`config.mk`:
```
export PLATFORM = sky130hd
export DESIGN_NAME = shutter_motion_controller
export DESIGN_NICKNAME = d
export VERILOG_FILES = /design/src/rtl/smc_pkg.sv /design/src/rtl/smc_cfg.sv /design/src/rtl/smc_core.sv /design/src/rtl/shutter_motion_controller.sv
export SDC_FILE = /design/constraint.sdc
export NUM_CORES = 1
export LEC_CHECK = 0
export BUFFER_PORTS_ARGS = -buffer_cell sky130_fd_sc_hd__buf_4
export CAP_MARGIN = 5
export CORE_ASPECT_RATIO = 0.75
export CORE_MARGIN = 4
export CORE_UTILIZATION = 45
export CTS_CLUSTER_DIAMETER = 50
export DETAILED_ROUTE_END_ITERATION = 10
export GPL_TIMING_DRIVEN = 0
export HOLD_SLACK_MARGIN = 0.12
export SYNTH_ARGS = -nofsm -noshare
export SYNTH_HDL_FRONTEND = slang
export SYNTH_HIERARCHICAL = 1
export SYNTH_SLANG_ARGS = --single-unit
```
`constraint.sdc`:
```
create_clock -name clk -period 7.1 [get_ports clk]
set_input_delay 1.065 -clock clk [delete_from_list [all_inputs] [get_ports clk]]
set_output_delay 1.065 -clock clk [all_outputs]
set_load 0.01 [all_outputs]
```
`src/rtl/smc_pkg.sv`:
```
package smc_pkg;

  // Elapsed-time counter width; the counter saturates at its all-ones value.
  localparam int ELAPSED_W = 22;
  localparam logic [ELAPSED_W-1:0] ELAPSED_MAX = {ELAPSED_W{1'b1}};

  localparam int TIMEOUT_W     = 12;
  localparam int TIMEOUT_RESET = 60;
  localparam int MS_PER_SECOND = 1000;

  localparam int CFG_IDX_W  = 8;
  localparam int CFG_DATA_W = TIMEOUT_W;

  localparam logic [CFG_IDX_W-1:0] REG_USE_SWITCHES = CFG_IDX_W'(0);
  localparam logic [CFG_IDX_W-1:0] REG_TIMEOUT      = CFG_IDX_W'(1);

  typedef enum logic [2:0] {
    KIND_TICK  = 3'd0,
    KIND_OPEN  = 3'd1,
    KIND_CLOSE = 3'd2,
    KIND_ABORT = 3'd3,
    KIND_INIT  = 3'd4
  } kind_t;

  typedef enum logic [2:0] {
    ST_OPEN    = 3'd0,
    ST_CLOSED  = 3'd1,
    ST_OPENING = 3'd2,
    ST_CLOSING = 3'd3,
    ST_ERROR   = 3'd4
  } status_t;

  typedef struct packed {
    logic [2:0] kind;
    logic       sw_open;
    logic       sw_closed;
  } item_t;

  typedef struct packed {
    logic                 use_switches;
    logic [ELAPSED_W-1:0] limit;
  } cfg_t;

  typedef struct packed {
    status_t status;
    logic    slewing;
    logic    relay_open;
    logic    relay_close;
    logic    accepted;
  } result_t;

endpackage

```
`src/rtl/smc_cfg.sv`:
```
module smc_cfg #(
  parameter int MS_PER_SECOND = smc_pkg::MS_PER_SECOND
) (
  input  logic                           clk,
  input  logic                           rst,
  input  logic                           wr_en,
  input  logic [smc_pkg::CFG_IDX_W-1:0]  wr_index,
  input  logic [smc_pkg::CFG_DATA_W-1:0] wr_data,
  output smc_pkg::cfg_t                  cfg
);

  localparam int MS_W  = $clog2(MS_PER_SECOND + 1);
  localparam int RAW_W = smc_pkg::TIMEOUT_W + MS_W;
  localparam int PROD_W = (RAW_W > smc_pkg::ELAPSED_W) ? RAW_W : smc_pkg::ELAPSED_W + 1;
  localparam longint RESET_PROD = longint'(smc_pkg::TIMEOUT_RESET) * MS_PER_SECOND;
  localparam logic [smc_pkg::ELAPSED_W-1:0] LIMIT_RESET =
    (RESET_PROD > longint'(smc_pkg::ELAPSED_MAX)) ? smc_pkg::ELAPSED_MAX
                                                  : smc_pkg::ELAPSED_W'(RESET_PROD);

  logic [PROD_W-1:0]             prod;
  logic [smc_pkg::ELAPSED_W-1:0] limit_next;

  // The limit in milliseconds is formed once, when the timeout is written.
  // Clamping to the counter maximum keeps "never times out" for large limits.
  assign prod = PROD_W'(wr_data) * PROD_W'(MS_PER_SECOND);
  assign limit_next = (prod > PROD_W'(smc_pkg::ELAPSED_MAX)) ? smc_pkg::ELAPSED_MAX
                                                            : prod[smc_pkg::ELAPSED_W-1:0];

  always_ff @(posedge clk) begin
    if (rst) begin
      cfg.use_switches <= 1'b0;
      cfg.limit        <= LIMIT_RESET;
    end else if (wr_en) begin
      case (wr_index)
        smc_pkg::REG_USE_SWITCHES: cfg.use_switches <= wr_data[0];
        smc_pkg::REG_TIMEOUT:      cfg.limit        <= limit_next;
        default: ;
      endcase
    end
  end

endmodule

```
`src/rtl/smc_core.sv`:
```
module smc_core (
  input  logic             clk,
  input  logic             rst,
  input  logic             step,
  input  smc_pkg::item_t   item,
  input  smc_pkg::cfg_t    cfg,
  output smc_pkg::result_t result
);

  smc_pkg::status_t              status, status_next;
  logic                          slew, slew_next;
  logic                          open_relay, open_relay_next;
  logic                          close_relay, close_relay_next;
  logic [smc_pkg::ELAPSED_W-1:0] elapsed, elapsed_next;
  logic [smc_pkg::ELAPSED_W-1:0] elapsed_inc;
  logic                          moving;
  logic                          timed_out;
  logic                          accepted;

  assign moving      = (status == smc_pkg::ST_OPENING) || (status == smc_pkg::ST_CLOSING);
  assign elapsed_inc = (elapsed == smc_pkg::ELAPSED_MAX) ? elapsed : elapsed + 1'b1;
  assign timed_out   = elapsed_inc > cfg.limit;

  always_comb begin
    status_next      = status;
    slew_next        = slew;
    open_relay_next  = open_relay;
    close_relay_next = close_relay;
    elapsed_next     = elapsed;
    accepted         = 1'b1;
    case (smc_pkg::kind_t'(item.kind))
      smc_pkg::KIND_TICK: begin
        if (moving) begin
          elapsed_next = elapsed_inc;
          if (timed_out || (cfg.use_switches &&
              ((status == smc_pkg::ST_OPENING && item.sw_open) ||
               (status == smc_pkg::ST_CLOSING && item.sw_closed)))) begin
            slew_next        = 1'b0;
            open_relay_next  = 1'b0;
            close_relay_next = 1'b0;
            // In switch mode a timeout wins over a switch in the same tick.
            if (cfg.use_switches && timed_out) begin
              status_next  = smc_pkg::ST_ERROR;
              elapsed_next = '0;
            end else if (status == smc_pkg::ST_OPENING) begin
              status_next = smc_pkg::ST_OPEN;
            end else begin
              status_next = smc_pkg::ST_CLOSED;
            end
          end
        end
      end
      smc_pkg::KIND_OPEN: begin
        if (status == smc_pkg::ST_CLOSING) begin
          accepted = 1'b0;
        end else if (status != smc_pkg::ST_OPENING) begin
          status_next      = smc_pkg::ST_OPENING;
          slew_next        = 1'b1;
          open_relay_next  = 1'b1;
          close_relay_next = 1'b0;
          elapsed_next     = '0;
        end
      end
      smc_pkg::KIND_CLOSE: begin
        if (status == smc_pkg::ST_OPENING) begin
          accepted = 1'b0;
        end else if (status != smc_pkg::ST_CLOSING) begin
          status_next      = smc_pkg::ST_CLOSING;
          slew_next        = 1'b1;
          open_relay_next  = 1'b0;
          close_relay_next = 1'b1;
          elapsed_next     = '0;
        end
      end
      smc_pkg::KIND_ABORT: begin
        status_next      = smc_pkg::ST_ERROR;
        slew_next        = 1'b0;
        open_relay_next  = 1'b0;
        close_relay_next = 1'b0;
        elapsed_next     = '0;
      end
      smc_pkg::KIND_INIT: begin
        if (cfg.use_switches && item.sw_closed) begin
          status_next = smc_pkg::ST_CLOSED;
        end else if (cfg.use_switches && item.sw_open) begin
          status_next = smc_pkg::ST_OPEN;
        end else begin
          status_next = smc_pkg::ST_ERROR;
        end
      end
      default: ;
    endcase
  end

  always_ff @(posedge clk) begin
    if (rst) begin
      status      <= smc_pkg::ST_ERROR;
      slew        <= 1'b0;
      open_relay  <= 1'b0;
      close_relay <= 1'b0;
      elapsed     <= '0;
    end else if (step) begin
      status      <= status_next;
      slew        <= slew_next;
      open_relay  <= open_relay_next;
      close_relay <= close_relay_next;
      elapsed     <= elapsed_next;
    end
  end

  assign result.status      = status_next;
  assign result.slewing     = slew_next;
  assign result.relay_open  = open_relay_next;
  assign result.relay_close = close_relay_next;
  assign result.accepted    = accepted;

  a_relays_exclusive: assert property (@(posedge clk) disable iff (rst)
    !(open_relay && close_relay))
    else $error("both relays driven");

  a_slew_matches_relays: assert property (@(posedge clk) disable iff (rst)
    slew == (open_relay || close_relay))
    else $error("slew flag disagrees with relays");

  // Initialise may change the status while the relays stay on, so only the
  // moving states pin down the relay drive.
  a_moving_relay: assert property (@(posedge clk) disable iff (rst)
    (status != smc_pkg::ST_OPENING || open_relay) &&
    (status != smc_pkg::ST_CLOSING || close_relay))
    else $error("relay drive disagrees with status");

  a_refused_holds: assert property (@(posedge clk) disable iff (rst)
    (step && !accepted) |=> $stable(status) && $stable(elapsed))
    else $error("refused command changed state");

endmodule

```
`src/rtl/shutter_motion_controller.sv`:
```
// Shutter motion controller. Each word on the input stream is one event: a
// one-millisecond tick, an open or close command, an abort, or an initialise
// step, sent with the current levels of the two limit switches. Every input
// word produces exactly one output word that shows the shutter status, the
// slewing flag and both relay drives after the event, plus a flag that is low
// when a command was refused because the opposite motion was running. The
// block takes one word per clock cycle when the output side keeps up; a word
// passes an input register and then the result register on its way to the
// output. The millisecond limit is formed from the timeout register when it
// is written, so the per-word update is one increment and one compare.
// Configuration writes are always taken and should be made while no words
// are in flight.
module shutter_motion_controller #(
  parameter int MS_PER_SECOND = smc_pkg::MS_PER_SECOND
) (
  input  logic                           clk,
  input  logic                           rst,
  // Input stream.
  input  logic                           s_tvalid,
  output logic                           s_tready,
  input  logic [7:0]                     s_tdata,  // [0] switch_opened, [1] switch_closed
  input  logic [2:0]                     s_tuser,  // [2:0] kind
  // Result stream.
  output logic                           m_tvalid,
  input  logic                           m_tready,
  output logic [7:0]                     m_tdata,  // [2:0] shutter_status, [3] slewing,
                                                   // [4] relay_open_on, [5] relay_close_on,
                                                   // [6] accepted
  // Configuration writes.
  input  logic                           cfg_valid,
  output logic                           cfg_ready,
  input  logic [smc_pkg::CFG_IDX_W-1:0]  cfg_index,
  input  logic [smc_pkg::CFG_DATA_W-1:0] cfg_data
);

  smc_pkg::cfg_t    cfg;
  smc_pkg::item_t   in_item;
  smc_pkg::result_t core_result;
  smc_pkg::result_t out_result;
  logic             in_valid;
  logic             out_advance;
  logic             step;

  // Register writes never stall.
  assign cfg_ready = 1'b1;

  smc_cfg #(
    .MS_PER_SECOND(MS_PER_SECOND)
  ) u_cfg (
    .clk     (clk),
    .rst     (rst),
    .wr_en   (cfg_valid && cfg_ready),
    .wr_index(cfg_index),
    .wr_data (cfg_data),
    .cfg     (cfg)
  );

  // Two-stage pipeline: the output register moves whenever it is empty or
  // being drained, and the input register refills behind it in the same cycle.
  assign out_advance = !m_tvalid || m_tready;
  assign s_tready    = !in_valid || out_advance;
  assign step        = in_valid && out_advance;

  always_ff @(posedge clk) begin
    if (rst) begin
      in_valid <= 1'b0;
    end else if (s_tready) begin
      in_valid <= s_tvalid;
    end
  end

  always_ff @(posedge clk) begin
    if (s_tvalid && s_tready) begin
      in_item.kind      <= s_tuser;
      in_item.sw_open   <= s_tdata[0];
      in_item.sw_closed <= s_tdata[1];
    end
  end

  smc_core u_core (
    .clk   (clk),
    .rst   (rst),
    .step  (step),
    .item  (in_item),
    .cfg   (cfg),
    .result(core_result)
  );

  always_ff @(posedge clk) begin
    if (rst) begin
      m_tvalid <= 1'b0;
    end else if (out_advance) begin
      m_tvalid <= in_valid;
    end
  end

  always_ff @(posedge clk) begin
    if (step) begin
      out_result <= core_result;
    end
  end

  assign m_tdata = {1'b0, out_result.accepted, out_result.relay_close,
                    out_result.relay_open, out_result.slewing, 3'(out_result.status)};

endmodule

```
==> flow_metrics.tcl <==
set metrics [dict create \
    status "finished clean" \
    ios 47 \
    endpoint_kind "flip-flop" \
    clockBufferDepth 2 \
    crit_slowest_cell "fa_1" \
    cts.reportedPaths.clkPinSlew_ns 0.05 \
    r2r-start "u_core/elapsed[0]$_SDFFE_PP0P_" \
    drc 0 \
    worst-path-stages 14 \
    detailedRoute.firstIterationViolations 344 \
    ys_ff_latch 62 \
    critPathCapture "u_cfg/cfg[20]$_SDFFE_PP0P_" \
    synth_largest_area_cell "dfxtp_1" \
    place_worst_setup_slack_ns 1.87 \
    fillers 1258 \
    ant_nets 0 \
    setup_viol 0 \
    dr.pass1.iters 5 \
    start_kind "primary input" \
    worstMarginPinSlew_ns 0.595 \
    post-route-min-period_ns 4.90 \
    start_util 0.464 \
    syn2layout_area_growth_pct 13.2 \
    synth_cells 718 \
    fmax_mhz 204 \
    drive_above_1_share 0.138 \
    yosysSeqAreaShare 0.223 \
    regArea_um2 1360 \
    vias 5119 \
    hp-class "reg2reg" \
    reg2reg_depth 15 \
    htreeDepth 3 \
    die_x_um 142 \
    placed_cell_area_um2 6610 \
    fin_crit_sh 0.690 \
    cts_tree "yes" \
    cp_num_buf_inv 3 \
    relSlewSlack 0.601 \
    avgRoutedWirePerCell_um 14.9 \
    diodes 0 \
    yosys_warnings 6 \
    numPortBuffers 38 \
    finalWorstSetupSlack_ns 2.20 \
    numCtsBuffers 9 \
    core_area_um2 13200 \
    dieArea_um2 15500 \
    track_usage 0.190 \
    worstPathArrival_ns 5.10 \
    rsz0062_at_grt "false" \
    maxSlewViolCount 0 \
    r2r_end "m_tdata[4]$_DFFE_PP_" \
    worstPathMaxFanout 6 \
    postCtsResizedCells 0 \
    cts_sinks 62 \
    hold_viol_final 0 \
    rows 36 \
    crit_family "adder cells" \
    p_leak_uw 0.00312 \
    gp_congestion 0.890 \
    synth_top_area_frac 0.164 \
    cp_cell_sequence "buf_4 -> inv_1 -> fa_1 -> fa_1 -> fa_1 -> fa_1 -> inv_1 -> ha_1 -> a21o_2 -> a311oi_2 -> nor2_2 -> a22oi_1 -> or4_1 -> nand3_1" \
    critPathMostFrequentCell "fa_1" \
    p_per_area_nw_per_um2 239 \
    finalSetupTns_ns 0 \
    grt_max_degree 16 \
    crit_start "cfg_data[3]" \
    totalWireLength_um 14100 \
    syn_area_per_cell_um2 8.50 \
    ctsRootBufferMaster "clkbuf_16" \
    multiInputGateArea_um2 4210 \
    insertion_delay_ns 0.32 \
    ir_drop_uv 123 \
    synth_area_leaders "dfxtp_1, ha_1, fa_1" \
    synth_edf_count 12 \
    synthFlopType "dfxtp_1" \
    grt_pass1_wl_um 23900 \
    rrSetupSlack_ns 2.80 \
    synth-async-reset-ratio 0 \
    crit_type "in2reg" \
    grt_antenna_before_repair 0 \
    critical_path.max_stage_delay_ns 0.55 \
    skew_ns 0.00718 \
    grt_pass1_vias 4837 \
    drv_cap 0 \
    layout.nets 911 \
    postLayoutCellArea_um2 6910 \
    die_h_um 109 \
    netlist_area_um2 6100 \
    grt_overflow 0 \
    cts.hold.buffers_added 0 \
    post_cts_buffers 0 \
    hpwl_um 11400 \
    synth_cell_types 79 \
    viasPerCell 5.42 \
    critPathRequiredTime_ns 7.30 \
]
==> where the power goes <==
| part | leakage [uW] | internal, uW | switching [uW] | total, uW |
|---|---|---|---|---|
| clock | 0.000144 | 291 | 149 | 441 |
| sequential | 0.000516 | 366 | 4.90 | 371 |
| combinational | 0.00246 | 344 | 493 | 837 |
| total | 0.00312 | 1000 | 647 | 1650 |
==> cells in the final DEF, fill, tap and decap left out, types with 10 or more instances in the layout <==
cell      count
ha_1         68
inv_1        94
nor3_1       12
edfxtp_1     12
o211ai_1     12
dfxtp_1      50
nor2_1       32
clkbuf_1     15
buf_2        11
fa_1         38
nand4_1      10
nand2_1      90
buf_4        48
o21ai_1      17
xnor2_1      21
a21oi_1      51
nand3_1      18
o21ai_0      22
==> Yosys cell counts, types with 3 or more instances <==
master    number
nor4b_1        3
o211ai_1      12
nor2_1        32
fa_1          38
o21a_1         3
nor3_2         3
conb_1         3
a211oi_1       8
dfxtp_1       50
buf_2         11
o211ai_2       3
a21oi_1       51
o21ai_0       22
inv_1         94
clkbuf_1      11
nand4_1       10
nor3_1        12
and3_1         8
nand3_1       18
edfxtp_1      12
xor2_1         8
nand2_1       90
and4_1         4
a22o_1         4
or3_1          3
a31oi_1        6
a21o_1         5
buf_4         10
nand2b_1       9
xnor2_1       21
and2_1         3
nor2b_1        6
o21ai_1       17
ha_1          68
mux2i_1        4
==> final cells by class <==
class	instances	share of cell area
plain buffers	33	0.0264
clock buffers	15	0.0388
clock inverters	1	0.00435
inverters	94	0.0511
multi-input cells	531	0.610
flip-flops and latches	62	0.197
well taps	171	0.0310
repair buffers	38	0.0413
==> per-layer routing <==
metal | track usage | share of wire
met1 | 0.299 | 0.55
met2 | 0.271 | 0.40
met3 | 0.0355 | 0.046
met4 | 0.0360 | 0.0076
met5 | 0 | 0
==> tightest hold or removal path: stages (launching register included) <==
cell and delay, ns:
dfxtp_1 0.30, nand2_1 0.05, a21oi_1 0.05
==> flip-flops by register name, summed over array words and instances, names as in the netlist <==
name                count
u_core/open_relay       1
u_core/close_relay      1
u_core/elapsed         22
u_core/status           3
u_core/slew             1
u_cfg/cfg              20
in_valid                1
m_tdata                 7
m_tvalid                1
in_item                 5
==> through the flow <==
stage	total power, uW	hold WS, ns	utilization	cells
after floorplan	1020	0.432	-	720
after global placement	1190	0.446	0.502	929
after detailed placement	1210	0.452	0.502	929
after CTS	1660	0.459	0.525	945
after global routing	1800	0.484	0.525	945
final	1650	0.454	0.525	945
==> cell families after synthesis <==
logic type	share of synthesized area
XOR/XNOR	0.0443
other	0.00185
multiplexers	0.0109
buffers and inverters	0.0878
AND/OR/NAND/NOR	0.201
flip-flops	0.223
AO/OA/AOI/OAI	0.167
adder cells (fa/ha/maj)	0.264
==> how the worst min path moves through the flow <==
stage | from | endpoint | depth (start not counted)
global route | u_cfg/cfg[16]$_SDFFE_PP0P_ | u_cfg/cfg[16]$_SDFFE_PP0P_ | 2
finish | u_cfg/cfg[10]$_SDFFE_PP0P_ | u_cfg/cfg[10]$_SDFFE_PP0P_ | 2
CTS | u_cfg/cfg[10]$_SDFFE_PP0P_ | u_cfg/cfg[10]$_SDFFE_PP0P_ | 2
detailed placement | u_cfg/cfg[10]$_SDFFE_PP0P_ | u_cfg/cfg[10]$_SDFFE_PP0P_ | 2
global placement | u_cfg/cfg[10]$_SDFFE_PP0P_ | u_cfg/cfg[10]$_SDFFE_PP0P_ | 2
floorplan | u_cfg/cfg[10]$_SDFFE_PP0P_ | u_cfg/cfg[10]$_SDFFE_PP0P_ | 2
No activity file was read; power rests on OpenSTA's default activity.
